### src/hdl/fbd_pkg.sv
// ----------------------------------------------------------------------------
// fbd_pkg
// Shared types and constants for the frame body deframer.
// ----------------------------------------------------------------------------
package fbd_pkg;

    // One byte of the received buffer.
    typedef struct packed {
        logic [7:0] data_byte;
        logic       end_of_buffer;
    } byte_t;

    // One result item: a payload byte or a frame status.
    typedef struct packed {
        logic        result_kind;
        logic [7:0]  payload_value;
        logic [15:0] payload_position;
        logic [7:0]  command_code;
        logic [15:0] declared_length;
        logic [7:0]  received_check;
        logic        check_matches;
        logic [1:0]  frame_status;
    } result_t;

    // Result kinds.
    localparam logic KIND_PAYLOAD = 1'b0;
    localparam logic KIND_STATUS  = 1'b1;

    // Frame status codes.
    localparam logic [1:0] STATUS_COMPLETE    = 2'd0;
    localparam logic [1:0] STATUS_ZERO_LENGTH = 2'd1;
    localparam logic [1:0] STATUS_ENDED_EARLY = 2'd2;

    // The checksum byte equals this seed minus the byte sum, modulo 256.
    localparam logic [7:0] CHECK_SEED = 8'hAA;

endpackage

### src/hdl/frame_body_deframer_top.sv
// ----------------------------------------------------------------------------
// frame_body_deframer_top
// Deframer for length-prefixed frames with an additive checksum.
//
//   Channel   Handshake                    Payload
//   bytes     byte_valid / byte_stall      byte_data   (fbd_pkg::byte_t)
//   results   result_valid / result_stall  result_data (fbd_pkg::result_t)
//
// One byte is taken per cycle while byte_stall is low. A byte passes through the
// input register, the parser and the result register before its result is offered.
// The rate is set by the input register feeding the result register through
// the combinational parser. Reset empties both registers and returns the parser
// to the command byte. A stalled result holds the result register; a byte with
// no result still drains while the output is stalled.
// ----------------------------------------------------------------------------
module frame_body_deframer_top
    import fbd_pkg::*;
(
    input  logic    clk,
    input  logic    rst_n,
    input  logic    byte_valid,
    output logic    byte_stall,
    input  byte_t   byte_data,
    output logic    result_valid,
    input  logic    result_stall,
    output result_t result_data
);

    logic    in_full;
    byte_t   in_item;
    logic    advance;
    logic    has_result;
    result_t parse_result;
    logic    out_free;

    // The held byte moves on unless its result has nowhere to go.
    assign advance = in_full && (!has_result || out_free);

    fbd_in_reg u_in_reg
    (
        .clk        (clk),
        .rst_n      (rst_n),
        .byte_valid (byte_valid),
        .byte_stall (byte_stall),
        .byte_data  (byte_data),
        .advance    (advance),
        .full       (in_full),
        .item       (in_item)
    );

    fbd_parse u_parse
    (
        .clk        (clk),
        .rst_n      (rst_n),
        .item       (in_item),
        .advance    (advance),
        .has_result (has_result),
        .result     (parse_result)
    );

    fbd_out_reg u_out_reg
    (
        .clk          (clk),
        .rst_n        (rst_n),
        .load         (advance && has_result),
        .load_item    (parse_result),
        .free         (out_free),
        .result_valid (result_valid),
        .result_stall (result_stall),
        .result_data  (result_data)
    );

endmodule

### src/hdl/fbd_in_reg.sv
// ----------------------------------------------------------------------------
// fbd_in_reg
// Input register: holds one received byte until the parser consumes it.
// ----------------------------------------------------------------------------
module fbd_in_reg
    import fbd_pkg::*;
(
    input  logic  clk,
    input  logic  rst_n,
    input  logic  byte_valid,
    output logic  byte_stall,
    input  byte_t byte_data,
    input  logic  advance,
    output logic  full,
    output byte_t item
);

    logic  full_reg;
    logic  full_next;
    byte_t item_reg;
    logic  take;

    // The register takes a new byte whenever it is empty or drains this cycle.
    assign byte_stall = full_reg && !advance;
    assign take       = byte_valid && !byte_stall;

    always_comb
    begin
        full_next = full_reg;
        if (take)
        begin
            full_next = 1'b1;
        end
        else if (advance)
        begin
            full_next = 1'b0;
        end
    end

    // Occupancy flag.
    always_ff @(posedge clk or negedge rst_n)
    begin
        if (!rst_n)
        begin
            full_reg <= 1'b0;
        end
        else
        begin
            full_reg <= full_next;
        end
    end

    // Held byte; needs no reset.
    always_ff @(posedge clk)
    begin
        if (take)
        begin
            item_reg <= byte_data;
        end
    end

    assign full = full_reg;
    assign item = item_reg;

endmodule

### src/hdl/fbd_parse.sv
// ----------------------------------------------------------------------------
// fbd_parse
// Frame parser: tracks the position within the frame and forms the result
// for the byte held in the input register.
// ----------------------------------------------------------------------------
module fbd_parse
    import fbd_pkg::*;
(
    input  logic    clk,
    input  logic    rst_n,
    input  byte_t   item,
    input  logic    advance,
    output logic    has_result,
    output result_t result
);

    typedef enum logic [2:0] {
        PH_CMD   = 3'd0,
        PH_LENLO = 3'd1,
        PH_LENHI = 3'd2,
        PH_PAY   = 3'd3,
        PH_CHK   = 3'd4,
        PH_SKIP  = 3'd5
    } phase_t;

    phase_t      phase_reg;
    phase_t      phase_next;
    logic [7:0]  command_reg;
    logic [7:0]  command_next;
    logic [15:0] length_reg;
    logic [15:0] length_next;
    logic [15:0] remaining_reg;
    logic [15:0] remaining_next;
    logic [7:0]  sum_reg;
    logic [7:0]  sum_next;
    logic [15:0] counter_reg;
    logic [15:0] counter_next;

    logic [7:0]  b;
    logic        last;
    logic [15:0] full_length;
    logic [7:0]  expected_check;

    assign b              = item.data_byte;
    assign last           = item.end_of_buffer;
    assign full_length    = {b, length_reg[7:0]};
    assign expected_check = CHECK_SEED - sum_reg;

    // Next state and result for the byte held in the input register.
    always_comb
    begin
        phase_next     = phase_reg;
        command_next   = command_reg;
        length_next    = length_reg;
        remaining_next = remaining_reg;
        sum_next       = sum_reg;
        counter_next   = counter_reg;
        has_result     = 1'b0;
        result         = '0;
        result.result_kind = KIND_STATUS;

        unique case (phase_reg)
            PH_LENLO:
            begin
                length_next = {8'd0, b};
                sum_next    = sum_reg + b;
                if (last)
                begin
                    phase_next          = PH_CMD;
                    has_result          = 1'b1;
                    result.frame_status = STATUS_ENDED_EARLY;
                end
                else
                begin
                    phase_next = PH_LENHI;
                end
            end
            PH_LENHI:
            begin
                length_next = full_length;
                sum_next    = sum_reg + b;
                if (last)
                begin
                    phase_next          = PH_CMD;
                    has_result          = 1'b1;
                    result.frame_status = STATUS_ENDED_EARLY;
                end
                else if (full_length == 16'd0)
                begin
                    phase_next          = PH_SKIP;
                    has_result          = 1'b1;
                    result.frame_status = STATUS_ZERO_LENGTH;
                end
                else
                begin
                    remaining_next = full_length - 16'd1;
                    phase_next     = (full_length == 16'd1) ? PH_CHK : PH_PAY;
                end
            end
            PH_PAY:
            begin
                has_result = 1'b1;
                if (last)
                begin
                    // A flagged byte here means the checksum never arrived.
                    phase_next          = PH_CMD;
                    result.frame_status = STATUS_ENDED_EARLY;
                end
                else
                begin
                    result.result_kind      = KIND_PAYLOAD;
                    result.payload_value    = b;
                    result.payload_position = counter_reg;
                    sum_next       = sum_reg + b;
                    counter_next   = counter_reg + 16'd1;
                    remaining_next = remaining_reg - 16'd1;
                    if (remaining_reg == 16'd1)
                    begin
                        phase_next = PH_CHK;
                    end
                end
            end
            PH_CHK:
            begin
                phase_next             = last ? PH_CMD : PH_SKIP;
                has_result             = 1'b1;
                result.frame_status    = STATUS_COMPLETE;
                result.command_code    = command_reg;
                result.declared_length = length_reg;
                result.received_check  = b;
                result.check_matches   = (b == expected_check);
            end
            PH_SKIP:
            begin
                if (last)
                begin
                    phase_next = PH_CMD;
                end
            end
            default:
            begin
                // Command byte; unused phase codes act the same way.
                command_next   = b;
                length_next    = 16'd0;
                remaining_next = 16'd0;
                sum_next       = b;
                counter_next   = 16'd0;
                if (last)
                begin
                    phase_next          = PH_CMD;
                    has_result          = 1'b1;
                    result.frame_status = STATUS_ENDED_EARLY;
                end
                else
                begin
                    phase_next = PH_LENLO;
                end
            end
        endcase
    end

    // Frame state, updated when the held byte is consumed.
    always_ff @(posedge clk or negedge rst_n)
    begin
        if (!rst_n)
        begin
            phase_reg     <= PH_CMD;
            command_reg   <= 8'd0;
            length_reg    <= 16'd0;
            remaining_reg <= 16'd0;
            sum_reg       <= 8'd0;
            counter_reg   <= 16'd0;
        end
        else if (advance)
        begin
            phase_reg     <= phase_next;
            command_reg   <= command_next;
            length_reg    <= length_next;
            remaining_reg <= remaining_next;
            sum_reg       <= sum_next;
            counter_reg   <= counter_next;
        end
    end

endmodule

### src/hdl/fbd_out_reg.sv
// ----------------------------------------------------------------------------
// fbd_out_reg
// Result register: holds one result until the receiving side takes it.
// ----------------------------------------------------------------------------
module fbd_out_reg
    import fbd_pkg::*;
(
    input  logic    clk,
    input  logic    rst_n,
    input  logic    load,
    input  result_t load_item,
    output logic    free,
    output logic    result_valid,
    input  logic    result_stall,
    output result_t result_data
);

    logic    valid_reg;
    logic    valid_next;
    result_t data_reg;

    // The register can be loaded when empty or when its result leaves now.
    assign free = !valid_reg || !result_stall;

    always_comb
    begin
        valid_next = valid_reg;
        if (load)
        begin
            valid_next = 1'b1;
        end
        else if (valid_reg && !result_stall)
        begin
            valid_next = 1'b0;
        end
    end

    // Valid flag.
    always_ff @(posedge clk or negedge rst_n)
    begin
        if (!rst_n)
        begin
            valid_reg <= 1'b0;
        end
        else
        begin
            valid_reg <= valid_next;
        end
    end

    // Result payload; needs no reset.
    always_ff @(posedge clk)
    begin
        if (load)
        begin
            data_reg <= load_item;
        end
    end

    assign result_valid = valid_reg;
    assign result_data  = data_reg;

endmodule
### config.mk
export PLATFORM = sky130hd
export DESIGN_NAME = frame_body_deframer_top
export DESIGN_NICKNAME = d
export VERILOG_FILES = /design/src/hdl/fbd_pkg.sv /design/src/hdl/frame_body_deframer_top.sv /design/src/hdl/fbd_in_reg.sv /design/src/hdl/fbd_parse.sv /design/src/hdl/fbd_out_reg.sv
export SDC_FILE = /design/constraint.sdc
export NUM_CORES = 1
export LEC_CHECK = 0
export ABC_CLOCK_PERIOD_IN_PS = 5900
export BUFFER_PORTS_ARGS = -buffer_cell sky130_fd_sc_hd__buf_2
export CORE_UTILIZATION = 35
export CTS_CLUSTER_DIAMETER = 50
export DETAILED_ROUTE_END_ITERATION = 8
export PLACE_DENSITY_LB_ADDON = 0.2
export SYNTH_ARGS = -nofsm -noshare
export SYNTH_HDL_FRONTEND = slang
export SYNTH_HIERARCHICAL = 1
export SYNTH_SLANG_ARGS = --single-unit
### constraint.sdc
create_clock -name clk -period 5.9 [get_ports clk]
set_input_delay 0.885 -clock clk [delete_from_list [all_inputs] [get_ports clk]]
set_output_delay 0.885 -clock clk [all_outputs]
set_load 0.02 [all_outputs]
==> metrics.md, run 1 <==
| Metric | Value |
|---|---|
| Most frequent CP cell | inv_1 |
| Largest net degree at the start of global routing | 58 |
| Row count | 50 |
| RSZ-0062 raised after global routing | false |
| EDFF count, synth | 69 |
| Overall via count from detail_route | 5120 |
| Placed inst area | 0.00744 mm^2 |
| CP max stage delay | slightly above 0.6 ns |
| Initial DRC Count | 356 |
| Fin cells | slightly below 1000 |
| Via density | 5.29 |
| Number of remaining DRC errors | 0 |
| Setup TNS Final | 0 ns |
| Worst Path Max Fanout | 13 |
| Clock tree from TritonCTS | done |
| Power Dens Cells | about 520 mW/mm^2 |
| Status | finished, final reports clean |
| Worst-path clk slew | roughly 0.060 ns |
| Top cell type's share of synthesized area | 30.2% |
| DP HPWL | ~11000 um |
| Yosys top cell by area | edfxtp_1 |
| Die W | 142 um |
| Pre-antenna DRT Iters | 5 |
| Leak | around 3.3 nW |
| Number of flip-flops in the largest register | 60 |
| Placed cells | 936 |
| Layout fillers | around 1800 |
| Fmax | ~230 MHz |
| GRT Total Usage | 17.3% |
| MaxCap Viol Count | 0 |
| PnR worst setup slack | roughly 1.6 ns |
| Final Hold Fails | 0 |
| Initial core utilization | 36.2% |
| Initial antenna violation count | 0 |
| Period utilization | 73.1% |
| Hold Path Class | in2async |
| Endpoints failing setup | 0 |
| Slew HR | 26.0% |
| Clk_skew | 0.0112 ns |
| Peak VDD IR | 205 uV |
| Min cycle time layout | 4.31 ns |
| Synth Net Count | 661 |
| Avg Inst Size Synth | 10.9 um^2 |
| Design Area, Final | 0.00803 mm^2 |
| Sequential share of the synthesized area | a little under three fifths |
| Port bufs | 74 |
| Cts hold-fix bufs | 0 |
| Arr. time, crit path | 3.43 ns |
| Library cells used by synthesis | 69 |
| Overflow after GRT | 0 |
| Core region area | 0.0190 mm^2 |
| Avg WL per Cell | 17.1 um |
| Area of the mapped netlist | between 0.006 and 0.007 mm^2 |
| Synth warnings | 6 |
| Worst skew pair latency | around 0.42 ns |
| Final Max Slew Viols | 0 |
| P&R area growth vs syn | 17.1% |
| N_diodes | 0 |
| CTS Buf Count | 17 |
| Crit path cell chain | or4_4, nor4b_4, a31oi_2, inv_1, o22ai_1, a221oi_1, a21boi_1, nand2b_4, inv_1, buf_2 |
| Clock Sinks | 138 |
| Syn Inst Count | 631 |
| Crit. End Element | output port |
| Post-CTS Setup Bufs | 0 |
| Detailed Route WL | 16500 um |
| Post-CTS sizing | 0 |
| Final net count | 725 |
| Routed Antenna Nets | 0 |
| Worst setup path class | reg2out |
| Root buf cell | clkbuf_16 |
| Die area | 0.0202 mm^2 |
| Prevailing post-synth register cell | edfxtp_1 |
| Post-synth ARST share | 50.0% |
| Vias in the first global route | 5055 |
| Layout cell share with drive strength beyond 1 | 18.6% |
| Place WS | 1.97 ns |
| CTS H-tree lvls | 4 |
| Worst EP required | 5.02 ns |
| Ports | 75 |
| Yosys reg bits | 138 |
| First-pass GRT wire length | 26600 um |
| DIE HEIGHT | 142 um |
| Placer Congestion | around 0.9 |
| Critical-path top delay cell | edfxtp_1 |
| Top cells by area, synth | edfxtp_1, dfrtp_1, nor2_1 |
| Clock Tree Buf Depth | 2 |
| Startpoint class of the critical path | flop |
| Least-Margin Pin Slew | 1.11 ns |
[kinds of logic (layout without fill, tap and decap cells)]
kind of cell	after synthesis	after routing	share of synthesized area (%)
simple gates	234	234	18.1
fa+ha+maj	17	17	3.21
flops	138	138	55.4
buf+inv	52	129	3.25
xor+xnor	31	31	3.96
compound gates	145	145	13.8
mux	14	14	2.21
[cells in the mapped netlist (2+ instances only)]
library cell	number
inv_1	18
buf_2	7
mux2_2	9
nor2_1	57
o22ai_1	6
a31oi_1	4
a21oi_1	39
o21a_1	4
and3_1	23
a32oi_1	4
xnor2_1	17
o31ai_1	3
a22o_2	4
xor2_1	14
nand2b_1	7
nor4_1	13
a22oi_1	4
nor2b_1	7
and4_1	2
nor3b_1	2
edfxtp_1	69
nand2_1	40
or4_1	2
and2_1	33
clkbuf_1	21
a21o_1	2
nand4_1	3
o21ai_0	41
buf_4	3
mux2i_1	5
dfrtp_1	69
or3_1	8
nand3b_1	3
a22o_1	14
nand3_1	9
ha_1	16
nor3_1	17
[cells in the final DEF (no fill, tap or decap), types with 5 or more instances in the layout]
cell type	synthesis	layout
nor2_1	57	57
o22ai_1	6	6
nand2_1	40	40
and2_1	33	33
nor4_1	13	13
mux2_2	9	9
dfrtp_1	69	69
a22o_1	14	14
and3_1	23	23
ha_1	16	16
nor2b_1	7	7
nand2b_1	7	7
xor2_1	14	14
or3_1	8	8
edfxtp_1	69	69
inv_1	18	18
buf_2	7	74
a21oi_1	39	39
clkbuf_16	0	17
mux2i_1	5	5
nor3_1	17	16
xnor2_1	17	17
nand3_1	9	9
o21ai_0	41	41
[critical path: cells and delay by family (launching register included)]
kind,cells,cell delay (ns)
buf+inv,3,0.29
flops,1,0.61
compound gates,4,0.83
simple gates,3,1.29
[report_power, final]
group	switching [mW]	internal, mW	total, mW
Sequential	0.232	1.30	1.54
Clock	0.423	0.638	1.06
Combinational	1.02	0.567	1.59
[final cells by class]
cell class	count	area (um^2)	share of cell area, %
Tap cell	260	325	4.05
Sequential cell	138	3800	47.3
Clock inverter	12	140	1.75
Clock buffer	20	447	5.56
Timing Repair Buffer	78	400	4.99
Inverter	19	71.3	0.888
Multi-Input combinational cell	441	2850	35.5
[routing by layer]
metal	GRT usage [%]	vias up	wire, um
li1	-	2433	-
met1	22.9	2501	7710
met2	27.3	154	7670
met3	3.67	32	691
met4	7.98	0	461
met5	0	-	0
[worst paths after layout]
kind	startpoint	endpoint	slack, ns	depth (start not counted)
worst max-delay path	u_in_reg/item[3]$_DFFE_PP_	byte_stall	1.59	10
min in group clk	u_parse/command_reg[4]$_DFFE_PN0P_	u_parse/command_reg[4]$_DFFE_PN0P_	0.50	1
worst max register to register	u_in_reg/item[6]$_DFFE_PP_	u_parse/counter_reg[15]$_DFFE_PN0P_	1.98	13
worst min register to register	u_parse/command_reg[4]$_DFFE_PN0P_	u_parse/command_reg[4]$_DFFE_PN0P_	0.50	1
max in group asynchronous	rst_n	u_parse/length_reg[4]$_DFFE_PN0P_	4.49	2
worst min-delay path	rst_n	u_parse/counter_reg[10]$_DFFE_PN0P_	0.34	1
[through the flow]
stage | power [mW] | hold WS [ns] | util, %
after floorplan | 2.69 | 0.462 | -
after global placement | 3.10 | 0.482 | 39.3
after detailed placement | 3.13 | 0.478 | 39.3
after CTS | 4.21 | 0.333 | 42.4
after global routing | 4.44 | 0.347 | 42.4
final | 4.18 | 0.339 | 42.4
No activity file was read; power rests on OpenSTA's default activity.
==> run 2: changes to the inputs <==
- ABC_CLOCK_PERIOD_IN_PS: 5900 -> 4380
- clock period: 5.9 -> 4.38 ns (I/O delays scaled with it)
==> metrics.md, run 2 (synthesis results as in run 1) <==
| Metric | Value |
|---|---|
| Min cycle time layout | 4.14 ns |
| MaxCap Viol Count | 0 (unchanged) |
| WHS Path Cells | 1 |
| Clk_skew | 0.00824 ns (-0.00300 ns) |
| DP HPWL | 11500 um (+1.3%) |
| Combinational group share of total power | 39.3% (+1.4 points) |
| Worst skew pair latency | 0.42 ns (about the same) |
| CTS Buf Count | 17 (unchanged) |
| P&R area growth vs syn | 18.4% |
| Placer Congestion | 0.845 (-6.0%) |
| Layout Utilization | 42.8% (+0.46 points) |
| Cts hold-fix bufs | 0 (unchanged) |
| Routed Antenna Nets | 0 (unchanged) |
| Worst EP required | 3.72 ns (-1.30 ns) |
| N_diodes | 0 (unchanged) |
| Least-Margin Pin Slew | 0.929 ns (-0.182 ns) |
| Final net count | 735 (+1.4%) |
| Arr. time, crit path | 3.49 ns (+0.06 ns) |
| Fmax | 241 MHz |
| Status | finished, final reports clean |
| Most frequent cells in the layout | buf_2, dfrtp_1, edfxtp_1 |
| Overflow after GRT | 0 (unchanged) |
| Die area | 0.0202 mm^2 (unchanged) |
| Worst R2R Path Depth | 13 (unchanged) |
| Overall via count from detail_route | 5174 (+1.1%) |
| Setup TNS Final | 0 ns (unchanged) |
| Largest net degree at the start of global routing | 70 (+21%) |
| Clock Tree Buf Depth | 2 (unchanged) |
| Crit. End Element | output port |
| Endpoints failing setup | 0 (unchanged) |
| First-pass GRT wire length | 27200 um (+2.3%) |
| Final Max Slew Viols | 0 (unchanged) |
| Vias in the first global route | 5007 (-0.95%) |
| Layout cell share with drive strength beyond 1 | 20.1% (+1.4 points) |
| PnR worst setup slack | 0.236 ns (-1.35 ns) |
| Startpoint class of the critical path | flop |
| Avg WL per Cell | 17.3 um (+1.3%) |
| Clock power frac | 25.0% (-0.4 points) |
| Die W | 142 um (unchanged) |
| Peak VDD IR | 358 uV (+75%) |
| Initial DRC Count | 322 (-9.6%) |
| Power Dens Cells | 698 mW/mm^2 (+34%) |
| Commonest non-fill, non-tap cell in the layout | buf_2 |
| Sequential group share of total power | 35.7% (-1.0 points) |
| Port bufs | 74 (unchanged) |
| Final Hold Fails | 0 (unchanged) |
| Detailed Route WL | 16900 um (+2.4%) |
| Layout fillers | 1787 (-0.94%) |
| Via density | 5.29 (about the same) |
| Period utilization | 94.6% |
| Root buf cell | clkbuf_16 |
| Combined flip-flop and latch cell area | 0.00380 mm^2 (unchanged) |
| Leak | 3.40 nW (+1.7%) |
| Initial core utilization | 36.2% (unchanged) |
| Internal power | 3.38 mW (+35%) |
| Worst Path Max Fanout | 10 (-3) |
| Hold Worst Slack | 0.412 ns (+0.0736 ns) |
| Switching Power | 2.29 mW (+37%) |
| Initial antenna violation count | 0 (unchanged) |
| Worst-path clk slew | 0.06 ns (about the same) |
| Pre-antenna DRT Iters | 5 (unchanged) |
| Place WS | 0.576 ns (-1.40 ns) |
| Number of remaining DRC errors | 0 (unchanged) |
| Post-CTS sizing | 0 (unchanged) |
| Hold Path Class | in2reg |
| CTS H-tree lvls | 4 (unchanged) |
| Number of flip-flops in the largest register | 60 (unchanged) |
| GRT Total Usage | 17.8% (+0.50 points) |
| Clock Sinks | 138 (unchanged) |
| Clock tree from TritonCTS | done |
| RSZ-0062 raised after global routing | false |
| Ports | 75 (unchanged) |
| Area of the multi-input gates | 0.00285 mm^2 (unchanged) |
| DIE HEIGHT | 142 um (unchanged) |
| Net Sw Frac | 40.4% (+0.33 points) |
| Row count | 50 (unchanged) |
| Core region area | 0.0190 mm^2 (unchanged) |
| Slew HR | 38.1% (+12 points) |
| Post-CTS Setup Bufs | 0 (unchanged) |
| Tot Pwr | 5.67 mW (+35%) |
| Worst setup path class | reg2out |
-- run 2: path summary, 6_finish.rpt --
kind | startpoint | endpoint | slack (ns)
setup / recovery | u_in_reg/item[2]$_DFFE_PP_ | byte_stall | 0.24
min in group asynchronous | rst_n | u_parse/counter_reg[10]$_DFFE_PN0P_ | 0.45
hold / removal | byte_data[0] | u_in_reg/item[0]$_DFFE_PP_ | 0.41
hold reg to reg | u_out_reg/result_valid$_DFFE_PN0P_ | u_out_reg/result_valid$_DFFE_PN0P_ | 0.50
max in group asynchronous | rst_n | u_parse/sum_reg[1]$_DFFE_PN0P_ | 3.32
setup reg to reg | u_in_reg/item[2]$_DFFE_PP_ | u_parse/remaining_reg[11]$_DFFE_PN0P_ | 0.52
-- run 2: worst max-delay path, stage by stage, from the launching register on --
cell and delay, ns:
edfxtp_1 0.56, or4_4 0.64, nor4b_4 0.48, a31oi_2 0.20, inv_1 0.09, o22ai_1 0.07, a221oi_1 0.34, a21boi_1 0.24
nand2b_4 0.21, inv_1 0.07, buf_2 0.16
-- run 2: final cells by class --
cell class | count | area share [%]
flip-flops and latches | 138 | 46.8
multi-input cells | 441 | 35.1
repair buffers | 88 | 6.01
clock buffers | 19 | 5.58
well taps | 260 | 4.01
clock inverters | 13 | 1.63
inverters | 19 | 0.879
-- run 2: metal layers --
layer	GRT usage [%]	wire, um	vias to the layer above
met2	27.9	7870	151
li1	-	-	2452
met5	0	0	-
met4	8.04	469	0
met3	3.47	720	26
met1	23.9	7870	2545
-- run 2: power groups by stage --
stage / logic (mW) / clock network (mW) / registers (mW)
after floorplan: 1.49 / 0 / 2.13
after global placement: 2.21 / 0 / 2.04
after detailed placement: 2.23 / 0 / 2.05
after CTS: 2.23 / 1.45 / 2.02
after global routing: 2.46 / 1.51 / 2.07
final: 2.23 / 1.41 / 2.03
-- run 2: through the flow --
stage	cell area, um^2	instances
floorplan	6860	631
global placement	7530	946
detailed placement	7530	946
CTS	8120	978
global route	8120	978
finish	8120	978
